File: src/hw/rtl/ipfb_pkg.sv
package ipfb_pkg;

  // input item opcodes
  localparam logic OP_START = 1'b0;
  localparam logic OP_DATA  = 1'b1;

  // result kinds
  localparam logic KIND_FRAME = 1'b0;
  localparam logic KIND_ARP   = 1'b1;

  // configuration register indexes
  localparam logic CFG_OWN_IP  = 1'b0;
  localparam logic CFG_OWN_MAC = 1'b1;

  // queue entry classes
  localparam logic [1:0] CLS_HDR  = 2'd0;
  localparam logic [1:0] CLS_ARP  = 2'd1;
  localparam logic [1:0] CLS_DATA = 2'd2;

  localparam int          HDR_BYTES  = 34;
  localparam int          IDX_W      = 6;
  localparam logic [15:0] ETHERTYPE  = 16'h0800;
  localparam logic [7:0]  VER_IHL    = 8'h45;
  localparam logic [7:0]  IP_TOS     = 8'h00;
  localparam logic [15:0] IP_ID      = 16'h0001;
  localparam logic [15:0] IP_FRAG    = 16'h0000;
  localparam logic [7:0]  IP_TTL     = 8'd64;
  localparam logic [15:0] IP_HDR_LEN = 16'd20;

  typedef struct packed {
    logic        op;
    logic [31:0] dest_ip;
    logic [47:0] dest_mac;
    logic        dest_mac_known;
    logic [7:0]  proto_number;
    logic [10:0] payload_length;
    logic [7:0]  payload_byte;
  } in_beat_t;

  typedef struct packed {
    logic       kind;
    logic [7:0] frame_byte;
    logic       frame_last;
  } out_beat_t;

  typedef struct packed {
    logic [1:0]  cls;
    logic [31:0] dest_ip;
    logic [47:0] dest_mac;
    logic [7:0]  proto;
    logic [10:0] plen;
    logic [7:0]  pbyte;
    logic        last;
  } entry_t;

endpackage

File: src/hw/rtl/ipfb_front.sv
module ipfb_front import ipfb_pkg::*; #(
  parameter int MAX_FRAME_BYTES = 1500
) (
  input  logic     clk,
  input  logic     rst,
  input  logic     in_valid,
  input  in_beat_t in_data,
  input  logic     q_full,
  output logic     in_stall,
  output logic     push,
  output entry_t   push_data
);

  localparam logic [31:0] MAXP = 32'(MAX_FRAME_BYTES - HDR_BYTES);

  logic        packet_open;
  logic [10:0] bytes_left;
  logic        packet_open_next;
  logic [10:0] bytes_left_next;
  logic        accept;
  logic [10:0] plen_sat;

  assign in_stall = q_full;
  assign accept   = in_valid && !q_full;

  always_comb begin
    plen_sat = ({21'd0, in_data.payload_length} > MAXP) ? MAXP[10:0]
                                                        : in_data.payload_length;
  end

  always_comb begin
    packet_open_next    = packet_open;
    bytes_left_next     = bytes_left;
    push                = 1'b0;
    push_data.cls       = CLS_DATA;
    push_data.dest_ip   = in_data.dest_ip;
    push_data.dest_mac  = in_data.dest_mac;
    push_data.proto     = in_data.proto_number;
    push_data.plen      = plen_sat;
    push_data.pbyte     = in_data.payload_byte;
    push_data.last      = (bytes_left == 11'd1);
    if (accept) begin
      if (in_data.op == OP_START) begin
        push = 1'b1;
        if (in_data.dest_mac_known) begin
          push_data.cls    = CLS_HDR;
          packet_open_next = (plen_sat != 11'd0);
          bytes_left_next  = plen_sat;
        end else begin
          push_data.cls    = CLS_ARP;
          packet_open_next = 1'b0;
          bytes_left_next  = 11'd0;
        end
      end else if (packet_open && bytes_left != 11'd0) begin
        push            = 1'b1;
        bytes_left_next = bytes_left - 11'd1;
        if (bytes_left == 11'd1) begin
          packet_open_next = 1'b0;
        end
      end else begin
        // stray byte: dropped
        packet_open_next = 1'b0;
      end
    end
  end

  always_ff @(posedge clk) begin
    if (rst) begin
      packet_open <= 1'b0;
      bytes_left  <= 11'd0;
    end else begin
      packet_open <= packet_open_next;
      bytes_left  <= bytes_left_next;
    end
  end

endmodule

File: src/hw/rtl/ipfb_queue.sv
module ipfb_queue import ipfb_pkg::*; #(
  parameter int DEPTH = 4
) (
  input  logic   clk,
  input  logic   rst,
  input  logic   push,
  input  entry_t push_data,
  input  logic   pop,
  output logic   full,
  output logic   head_valid,
  output entry_t head
);

  localparam int PW = (DEPTH > 1) ? $clog2(DEPTH) : 1;
  localparam int CW = $clog2(DEPTH + 1);

  entry_t        mem [DEPTH];
  logic [PW-1:0] wr_ptr;
  logic [PW-1:0] rd_ptr;
  logic [CW-1:0] count;

  assign full       = (count == CW'(DEPTH));
  assign head_valid = (count != '0);
  assign head       = mem[rd_ptr];

  always_ff @(posedge clk) begin
    if (push) begin
      mem[wr_ptr] <= push_data;
    end
  end

  always_ff @(posedge clk) begin
    if (rst) begin
      wr_ptr <= '0;
      rd_ptr <= '0;
      count  <= '0;
    end else begin
      if (push) begin
        wr_ptr <= (wr_ptr == PW'(DEPTH - 1)) ? '0 : wr_ptr + 1'b1;
      end
      if (pop) begin
        rd_ptr <= (rd_ptr == PW'(DEPTH - 1)) ? '0 : rd_ptr + 1'b1;
      end
      if (push && !pop) begin
        count <= count + 1'b1;
      end else if (pop && !push) begin
        count <= count - 1'b1;
      end
    end
  end

  a_no_overflow: assert property (@(posedge clk) disable iff (rst) push |-> !full)
    else $error("queue push while full");
  a_no_underflow: assert property (@(posedge clk) disable iff (rst) pop |-> head_valid)
    else $error("queue pop while empty");
  a_count_step: assert property (@(posedge clk) disable iff (rst)
    (push && !pop) |=> (count == $past(count) + 1'b1))
    else $error("queue count did not follow push");

endmodule

File: src/hw/rtl/ipfb_back.sv
module ipfb_back import ipfb_pkg::*; (
  input  logic        clk,
  input  logic        rst,
  input  logic        head_valid,
  input  entry_t      head,
  input  logic [31:0] own_ip,
  input  logic [47:0] own_mac,
  input  logic        out_stall,
  output logic        pop,
  output logic        out_valid,
  output out_beat_t   out_data
);

  logic [IDX_W-1:0] idx;
  logic [19:0]      acc;
  logic             load;
  logic             fire;
  logic             hdr_end;
  logic [15:0]      tot;
  logic [15:0]      ck;
  logic [7:0]       hbyte;
  out_beat_t        beat;

  assign load    = !out_valid || !out_stall;
  assign fire    = head_valid && load;
  assign hdr_end = (idx == IDX_W'(HDR_BYTES - 1));
  assign pop     = fire && (head.cls != CLS_HDR || hdr_end);
  assign tot     = IP_HDR_LEN + {5'd0, head.plen};
  assign ck      = ~acc[15:0];

  always_comb begin
    case (idx)
      6'd0:  hbyte = head.dest_mac[47:40];
      6'd1:  hbyte = head.dest_mac[39:32];
      6'd2:  hbyte = head.dest_mac[31:24];
      6'd3:  hbyte = head.dest_mac[23:16];
      6'd4:  hbyte = head.dest_mac[15:8];
      6'd5:  hbyte = head.dest_mac[7:0];
      6'd6:  hbyte = own_mac[47:40];
      6'd7:  hbyte = own_mac[39:32];
      6'd8:  hbyte = own_mac[31:24];
      6'd9:  hbyte = own_mac[23:16];
      6'd10: hbyte = own_mac[15:8];
      6'd11: hbyte = own_mac[7:0];
      6'd12: hbyte = ETHERTYPE[15:8];
      6'd13: hbyte = ETHERTYPE[7:0];
      6'd14: hbyte = VER_IHL;
      6'd15: hbyte = IP_TOS;
      6'd16: hbyte = tot[15:8];
      6'd17: hbyte = tot[7:0];
      6'd18: hbyte = IP_ID[15:8];
      6'd19: hbyte = IP_ID[7:0];
      6'd20: hbyte = IP_FRAG[15:8];
      6'd21: hbyte = IP_FRAG[7:0];
      6'd22: hbyte = IP_TTL;
      6'd23: hbyte = head.proto;
      6'd24: hbyte = ck[15:8];
      6'd25: hbyte = ck[7:0];
      6'd26: hbyte = own_ip[31:24];
      6'd27: hbyte = own_ip[23:16];
      6'd28: hbyte = own_ip[15:8];
      6'd29: hbyte = own_ip[7:0];
      6'd30: hbyte = head.dest_ip[31:24];
      6'd31: hbyte = head.dest_ip[23:16];
      6'd32: hbyte = head.dest_ip[15:8];
      6'd33: hbyte = head.dest_ip[7:0];
      default: hbyte = 8'h00;
    endcase
  end

  always_comb begin
    beat.kind       = KIND_FRAME;
    beat.frame_byte = head.pbyte;
    beat.frame_last = head.last;
    case (head.cls)
      CLS_HDR: begin
        beat.frame_byte = hbyte;
        beat.frame_last = hdr_end && (head.plen == 11'd0);
      end
      CLS_ARP: begin
        beat.kind       = KIND_ARP;
        beat.frame_byte = 8'h00;
        beat.frame_last = 1'b0;
      end
      default: begin
      end
    endcase
  end

  // checksum built over the first five header beats, long before byte 24
  always_ff @(posedge clk) begin
    if (fire && head.cls == CLS_HDR) begin
      case (idx)
        6'd0: acc <= 20'({VER_IHL, IP_TOS}) + 20'(IP_ID) + 20'({IP_TTL, 8'h00})
                     + 20'(IP_FRAG) + 20'(head.proto) + 20'(tot);
        6'd1: acc <= acc + 20'(own_ip[31:16]) + 20'(own_ip[15:0]);
        6'd2: acc <= acc + 20'(head.dest_ip[31:16]) + 20'(head.dest_ip[15:0]);
        6'd3: acc <= 20'(acc[15:0]) + 20'(acc[19:16]);
        6'd4: acc <= 20'(acc[15:0]) + 20'(acc[19:16]);
        default: acc <= acc;
      endcase
    end
  end

  always_ff @(posedge clk) begin
    if (fire) begin
      out_data <= beat;
    end
  end

  always_ff @(posedge clk) begin
    if (rst) begin
      out_valid <= 1'b0;
      idx       <= '0;
    end else begin
      if (load) begin
        out_valid <= head_valid;
      end
      if (fire && head.cls == CLS_HDR) begin
        idx <= hdr_end ? '0 : idx + 1'b1;
      end
    end
  end

  a_idx_range: assert property (@(posedge clk) disable iff (rst)
    idx <= IDX_W'(HDR_BYTES - 1))
    else $error("header index out of range");
  a_idx_only_hdr: assert property (@(posedge clk) disable iff (rst)
    (idx != '0) |-> (head_valid && head.cls == CLS_HDR))
    else $error("header in progress without header entry at head");
  a_pop_fire: assert property (@(posedge clk) disable iff (rst)
    pop |=> out_valid)
    else $error("entry retired without a beat");

endmodule

File: src/hw/rtl/ipv4_ethernet_frame_builder.sv
// IPv4-over-Ethernet frame builder. A start beat (op 0) with a known destination MAC
// produces a 34-beat header: destination MAC, own MAC, ethertype 0x0800, then a 20-byte
// IPv4 header (0x45, TOS 0, total length 20 + payload, id 1, no fragmentation, TTL 64,
// protocol, ones'-complement checksum, own IP, destination IP), all most significant byte
// first. An unknown MAC gives one ARP beat (kind 1) instead and opens no packet. Payload
// beats (op 1) pass one byte per cycle unless stalled, the last marked by frame_last;
// stray payload beats are dropped, a payload length too large for MAX_FRAME_BYTES is
// clipped, and a new start abandons an open packet. The front classifies one input beat
// per cycle unless the queue is full and keeps the open packet's byte count; a queue of
// QUEUE_DEPTH entries feeds the back end, which emits one output beat per cycle unless
// out_stall holds it, via a registered output stage; input stalls only when the queue is
// full. own_ip and own_mac are written via cfg_write/cfg_index/cfg_data; the user must
// do so only while the block is idle; unenforced. No clearing pass is needed after reset.
module ipv4_ethernet_frame_builder import ipfb_pkg::*; #(
  parameter int MAX_FRAME_BYTES = 1500,
  parameter int QUEUE_DEPTH     = 4
) (
  input  logic        clk,
  input  logic        rst,
  input  logic        in_valid,
  output logic        in_stall,
  input  in_beat_t    in_data,
  output logic        out_valid,
  input  logic        out_stall,
  output out_beat_t   out_data,
  input  logic        cfg_write,
  input  logic        cfg_index,
  input  logic [47:0] cfg_data
);

  logic [31:0] own_ip;
  logic [47:0] own_mac;

  // queue hook-up
  logic   q_full;
  logic   push;
  entry_t push_data;
  logic   pop;
  logic   head_valid;
  entry_t head;

  // config registers; the user must write them only while idle, which the block does not enforce
  always_ff @(posedge clk) begin
    if (rst) begin
      own_ip  <= 32'd0;
      own_mac <= 48'd0;
    end else if (cfg_write) begin
      case (cfg_index)
        CFG_OWN_IP:  own_ip  <= cfg_data[31:0];
        CFG_OWN_MAC: own_mac <= cfg_data;
        default: begin
        end
      endcase
    end
  end

  // front: takes input beats, tracks the open packet, classifies each beat
  ipfb_front #(
    .MAX_FRAME_BYTES(MAX_FRAME_BYTES)
  ) u_front (
    .clk       (clk),
    .rst       (rst),
    .in_valid  (in_valid),
    .in_data   (in_data),
    .q_full    (q_full),
    .in_stall  (in_stall),
    .push      (push),
    .push_data (push_data)
  );

  // decoupling queue: the header burst drains while input keeps arriving
  ipfb_queue #(
    .DEPTH(QUEUE_DEPTH)
  ) u_queue (
    .clk        (clk),
    .rst        (rst),
    .push       (push),
    .push_data  (push_data),
    .pop        (pop),
    .full       (q_full),
    .head_valid (head_valid),
    .head       (head)
  );

  // back: expands entries into output beats, header checksum built on the way
  ipfb_back u_back (
    .clk        (clk),
    .rst        (rst),
    .head_valid (head_valid),
    .head       (head),
    .own_ip     (own_ip),
    .own_mac    (own_mac),
    .out_stall  (out_stall),
    .pop        (pop),
    .out_valid  (out_valid),
    .out_data   (out_data)
  );

endmodule

File: config.mk
export PLATFORM = sky130hd
export DESIGN_NAME = ipv4_ethernet_frame_builder
export DESIGN_NICKNAME = d
export VERILOG_FILES = /design/src/hw/rtl/ipfb_pkg.sv /design/src/hw/rtl/ipfb_front.sv /design/src/hw/rtl/ipfb_queue.sv /design/src/hw/rtl/ipfb_back.sv /design/src/hw/rtl/ipv4_ethernet_frame_builder.sv
export SDC_FILE = /design/constraint.sdc
export NUM_CORES = 1
export LEC_CHECK = 0
export ABC_AREA = 1
export CORE_MARGIN = 2
export CORE_UTILIZATION = 61
export CTS_CLUSTER_DIAMETER = 80
export DETAILED_ROUTE_END_ITERATION = 6
export DONT_BUFFER_PORTS = 1
export GPL_ROUTABILITY_DRIVEN = 0
export GPL_TIMING_DRIVEN = 0
export PLACE_DENSITY = 0.77
export SLEW_MARGIN = 25
export SYNTH_ARGS = -nofsm -noshare
export SYNTH_HDL_FRONTEND = slang
export SYNTH_SLANG_ARGS = --single-unit
File: constraint.sdc
create_clock -name clk -period 10.5 [get_ports clk]
set_input_delay 1.05 -clock clk [delete_from_list [all_inputs] [get_ports clk]]
set_output_delay 1.05 -clock clk [all_outputs]
set_load 0.05 [all_outputs]
=== Yosys cells after proc, flatten, opt, wreduce, memory -nomap -nowiden ===
Memory sizes are Yosys's and may differ from the RTL's. A register that Yosys moved wholly into a read port is not among the register bits.
Cells that the tools add are included.

* Bits in registers: 136
* Memory bits (writable): 440
* Output and inout port bits: 12
* Word-level logic and storage cells: 123
* Memories: 1

* Add/sub/neg operators: 14
* Magnitude comparators: 1
* Equal/unequal tests: 35
* Muxes and demuxes: 27
* Bitwise logic cells: 2
* Reductions and logical operators: 30

{| class="wikitable"
|+ Memory list
! name !! depth !! width !! rd ports !! clocked after memory_dff !! wr ports !! RTL line !! text
|-
| u_queue.mem || 4 || 110 || 1 || 1 || 1 || ipfb_queue.sv:17 || <nowiki>entry_t mem [DEPTH];</nowiki>
|}

{| class="wikitable"
|+ Operator list
! operator !! count
|-
| case mux 8 bit (29 select lines) || 1
|-
| adder 20 x 16 -> 20 bit || 5
|-
| case mux 20 bit (4 select lines) || 1
|-
| == test 6 x 5 -> 1 bit, second input constant || 13
|-
| two-way mux 11 bit || 4
|-
| == test 6 x 4 -> 1 bit, second input constant || 6
|-
| == test 6 x 3 -> 1 bit, second input constant || 4
|-
| nonzero test 11 bit || 2
|-
| case mux 9 bit (2 select lines) || 1
|-
| adder 16 x 4 -> 17 bit || 1
|-
| adder 16 x 8 -> 17 bit, first input constant || 1
|-
| inverter 16 bit || 1
|-
| adder 5 x 11 -> 12 bit, first input constant || 1
|-
| == test 6 x 2 -> 1 bit, second input constant || 2
|-
| == test 6 bit, second input constant || 2
|-
| two-way mux 2 bit || 6
|-
| == test 11 x 1 -> 1 bit, second input constant || 1
|-
| > comparator 11 bit, second input constant || 1
|-
| zero test 11 bit || 1
|-
| two-way mux 1 bit || 11
|-
| subtractor 11 x 1 -> 11 bit, second input constant || 1
|-
| AND reduction 2 bit || 5
|-
| logical AND 1 bit || 8
|-
| adder 6 x 1 -> 6 bit, second input constant || 1
|-
| other kinds (20) || 29
|}

=== Longest topological paths before layout ===
* Depth after elaboration: 9
* Mapped depth: 24
* Depth with buffers taken out: 21

=== By module ===
Synthesis repeated with hierarchy kept, for this count alone.

* Cells, all modules: 3028
* Area, all modules: 29226.8 sq um

{| class="wikitable"
|+ By module, submodules not included
! module !! instances !! cells each !! area each (sq um)
|-
| ipfb_queue || 1 || 1124 || 17120.2
|-
| ipfb_back || 1 || 1172 || 7055.5
|-
| ipv4_ethernet_frame_builder || 1 || 423 || 3170.5
|-
| ipfb_front || 1 || 309 || 1880.6
|}

=== Worst setup path before layout ===
OpenSTA, ideal clock, no wires.

* Path type: in2reg
* From: input in_data[108] in the netlist's numbering
* To: memory u_queue.mem[0][0] in the netlist's numbering, enable pin
* Setup time: 580 ps
* Data arrival time: 6082 ps
* Data required time: 9920 ps
* Setup slack: 3838 ps
* Stages: 4
* Path buffers: 1
* Cells stage by stage: clkbuf_1 clkinv_1 o21ai_2 nor2_1

* Longest elaborated chain between the ends: 4

{| class="wikitable"
|+ Ends and longest elaborated chain
! item !! RTL line !! text
|-
| start: declaration || ipv4_ethernet_frame_builder.sv:22 || <nowiki>input in_beat_t in_data,</nowiki>
|-
| two-way mux 1 bit || ipfb_front.sv:43 || <nowiki>if (in_data.op == OP_START) begin</nowiki>
|-
| two-way mux 1 bit || ipfb_front.sv:42 || <nowiki>if (accept) begin</nowiki>
|-
| two-way mux 1 bit || ipfb_queue.sv:27 || <nowiki>if (push) begin</nowiki>
|-
| two-way mux 1 bit (not written as such) || ipfb_queue.sv:28 || <nowiki>mem[wr_ptr] <= push_data;</nowiki>
|-
| end: declaration || ipfb_queue.sv:17 ||
|}

Every way passes these cells.

==> metrics.md <==
| Metric | Value |
|---|---|
| Req. time, crit path | `10.89 ns` |
| Top FF cell, synth | `edfxtp_1` |
| Largest net degree at the start of global routing | `23` |
| Mapped Cells | `2907` |
| Met2 WL | `38.4 mm` |
| Cell Chain, Critical Path | `buf_6 > buf_2 > buf_2 > nand2_1 > nand3_1 > nand2_1 > fa_1 > inv_1 > ha_1 > fa_1 > nand3_1 > nand2_1 > nand2_1 > nand3_1 > nand2_1 > nand3_1 > nand3_1 > o21ai_1 > nor2_1 > nand2_1` |
| Initial Util | `0.616` |
| Post-synth EDFFs | `470` |
| Layout cell share with drive strength beyond 1 | `0.0767` |
| TNS Setup | `0 ns` |
| Wl on met1 | `30.0 mm` |
| Synth Cell Area | `27900 um^2` |
| Wire per inst | `22.8 um` |
| Slew headroom | `0.313` |
| Largest family of logic cells by synthesized area | `simple AND/OR/NAND/NOR gates` |
| First-pass GRT wire length | `123 mm` |
| Area of the core | `45300 um^2` |
| Data arrival, critical path | `4.57 ns` |
| Max IR drop VDD | `0.000221 V` |
| Layout Nets | `3250` |
| Multiplexer area fraction after synthesis | `0` |
| H-Tree Depth | `2` |
| Final Slew Violations | `0` |
| CP Max Fanout | `10` |
| CTS max path bufs | `3` |
| Initial antenna violation count | `1` |
| Crit path top cell by count | `nand2_1` |
| First drt pass iteration count | `7` |
| # resized after CTS | `0` |
| Slowest-stage cell, CP | `fa_1` |
| Post-route insts no fill | `3637` |
| Die Height | `218 um` |
| DRC violations left | `4` |
| Largest stage delay, worst path | `0.53 ns` |
| Top layer in use | `met5` |
| Fmax achieved | `0.239 GHz` |
| Gr ovfl total | `0` |
| Total GRT Usage | `0.346` |
| RSZ-0062 raised after global routing | `no` |
| Post-Syn Area per Cell | `9.59 um^2` |
| PortBufs | `0` |
| Root buffer cell | `clkbuf_16` |
| Pleak | `12.1 nW` |
| Sequential cell area fraction in the yosys report | `0.584` |
| Ports | `175` |
| Synthesis Warnings | `0` |
| Net count after synthesis | `3169` |
| # rows | `78` |
| Crit start category | `register` |
| Die ar. | `47400 um^2` |
| Hold Crit Depth | `2` |
| Simple-gate share of the synthesized area | `0.205` |
| Final WL | `82.8 mm` |
| Vias in the first global route | `21400` |
| PD cells | `285 nW/um^2` |
| Layout fillers | `3317` |
| Worst Skew | `0.0233 ns` |
| Violated checks | `DRC` |
| FF-to-FF path depth | `20` |
| Final hold slack | `0.475 ns` |
| Hold/Removal Path Class | `register to register` |
| Distinct cells, synth | `53` |
| Area growth syn-to-layout | `11.3%` |
| CTS tree | `built` |
| Synth Area in XOR/XNOR | `0.00628` |
| Crit share post-route | `0.399` |
| Inst Count DP | `3529` |
| Asr flop ratio synth | `0` |
| Least-Margin Pin Slew | `1.03 ns` |
| Post-route ant nets | `0` |
| CTS Buf Count | `57` |
| 1st-iter DRT viols | `3360` |
| Vias | `22600` |
| Die W | `218 um` |
| Wire length on met3 | `9.94 mm` |
| Adder-cell share of the synthesized area | `0.0544` |
| Crit. End Element | `register` |
| TritonCTS sink count | `578` |
| Cts hold-fix bufs | `0` |
| Synth Area in Compound Gates | `0.102` |
| DP Wirelength | `59.9 mm` |
| Max cap viols | `0` |
| Status | `finished with violations` |
| Clk slew on worst S/H paths | `0.07 ns` |
| DR vias/cell | `6.22` |
| Final min period | `4.19 ns` |
| Clock latency on the worst-skew pair | `0.64 ns` |
| Critical path class | `register to register` |
| Setup-failing EPs final | `0` |
| Fin. Hold Viols | `0` |
| ANT cells | `0` |
| Setup Buffers After CTS | `0` |
| Post-synthesis register bit count | `578` |
## area by class of cell
cell class	instances	area (um^2)	area share
Timing Repair Buffer	22	494	0.0159
Clock inverter	39	358	0.0115
Clock buffer	69	1500	0.0484
Buffer	112	634	0.0204
Sequential cell	578	16300	0.525
Inverter	193	729	0.0235
Multi-Input combinational cell	2024	10300	0.331
Tap cell	600	751	0.0242
## final timing paths
check | start | to | slack (ns)
worst max-delay path | register | u_back.acc[11] | 6.31
worst min-delay path | u_front.packet_open | u_front.packet_open | 0.47
worst max register to register | register | u_back.acc[11] | 6.31
worst min register to register | u_front.packet_open | u_front.packet_open | 0.47
## synthesized netlist by cell type (42+ instances only)
master	number	area (um^2)
dfxtp_1	108	2160
nand4_1	42	263
edfxtp_1	470	14100
inv_1	180	676
nor2_1	442	1660
clkbuf_1	44	165
o22ai_1	51	319
o21ai_0	298	1490
nand2_1	656	2460
nand3_1	176	881
a21oi_1	104	521
ha_1	62	776
## critical path: cells and delay by family (launching register included)
family	cells	cell delay, ns
flip-flops	1	0.33
adder cells (fa/ha/maj)	3	1.27
AO/OA/AOI/OAI	1	0.09
AND/OR/NAND/NOR	12	1.43
buffers and inverters	4	0.81
## power breakdown
group	internal, mW	switching, mW	leakage [nW]	total, mW
logic	1.23	2.59	6.01	3.82
registers	2.75	0.248	5.17	2.99
clock network	1.13	0.902	0.898	2.03
## cells in the final DEF (no fill, tap or decap), drive strengths merged
cell type	n
o21bai	4
a31o	1
a31oi	10
buf	90
nand2	662
fa	37
o2bb2ai	1
inv	194
dfxtp	108
clkinv	27
nor4	3
a22oi	2
clkbuf	113
edfxtp	470
a21o	8
nor2	453
a21oi	106
bufinv	4
o211a	1
ha	62
a21boi	3
nand4	42
o21ai	326
xnor2	7
xor2	13
o2111ai	3
or2	9
o22ai	51
a211oi	1
a221oi	1
and2	4
o221ai	1
nor3	21
nand3b	6
o211ai	8
clkinvlp	7
nor3b	2
nand3	176
## sequential cells by signal, summed over array words and instances (netlist names), named ones only
name                 cells
u_queue.count            3
own_mac                 48
u_back.out_data         10
own_ip                  32
u_back.idx               6
u_front.packet_open      1
u_queue.rd_ptr           2
u_queue.wr_ptr           2
u_back.out_valid         1
u_queue.mem            440
u_back.acc              20
u_front.bytes_left      11
## routing by layer
metal	global-route usage	vias to the layer above
met2	0.552	1498
li1	-	10100
met3	0.0710	271
met4	0.180	2
met5	0	-
met1	0.452	10700
## cells by family (layout without fill, tap and decap cells)
family,Yosys count,after routing
XOR/XNOR,20,20
AND/OR/NAND/NOR,1378,1378
AO/OA/AOI/OAI,527,527
adder cells (fa/ha/maj),99,99
flip-flops,578,578
buffers and inverters,305,435
## per-stage QoR
step | cell area, um^2 | total power [mW] | worst slack, ns | utilization
floorplan | 27900 | 5.60 | 3.84 | -
global placement | 28600 | 6.57 | 0.0253 | 0.632
detailed placement | 29200 | 6.69 | 6.47 | 0.644
CTS | 31000 | 8.71 | 6.45 | 0.685
global route | 31000 | 9.30 | 6.15 | 0.685
finish | 31000 | 8.84 | 6.31 | 0.685
Note: power is estimated with default switching activity, not from simulation.
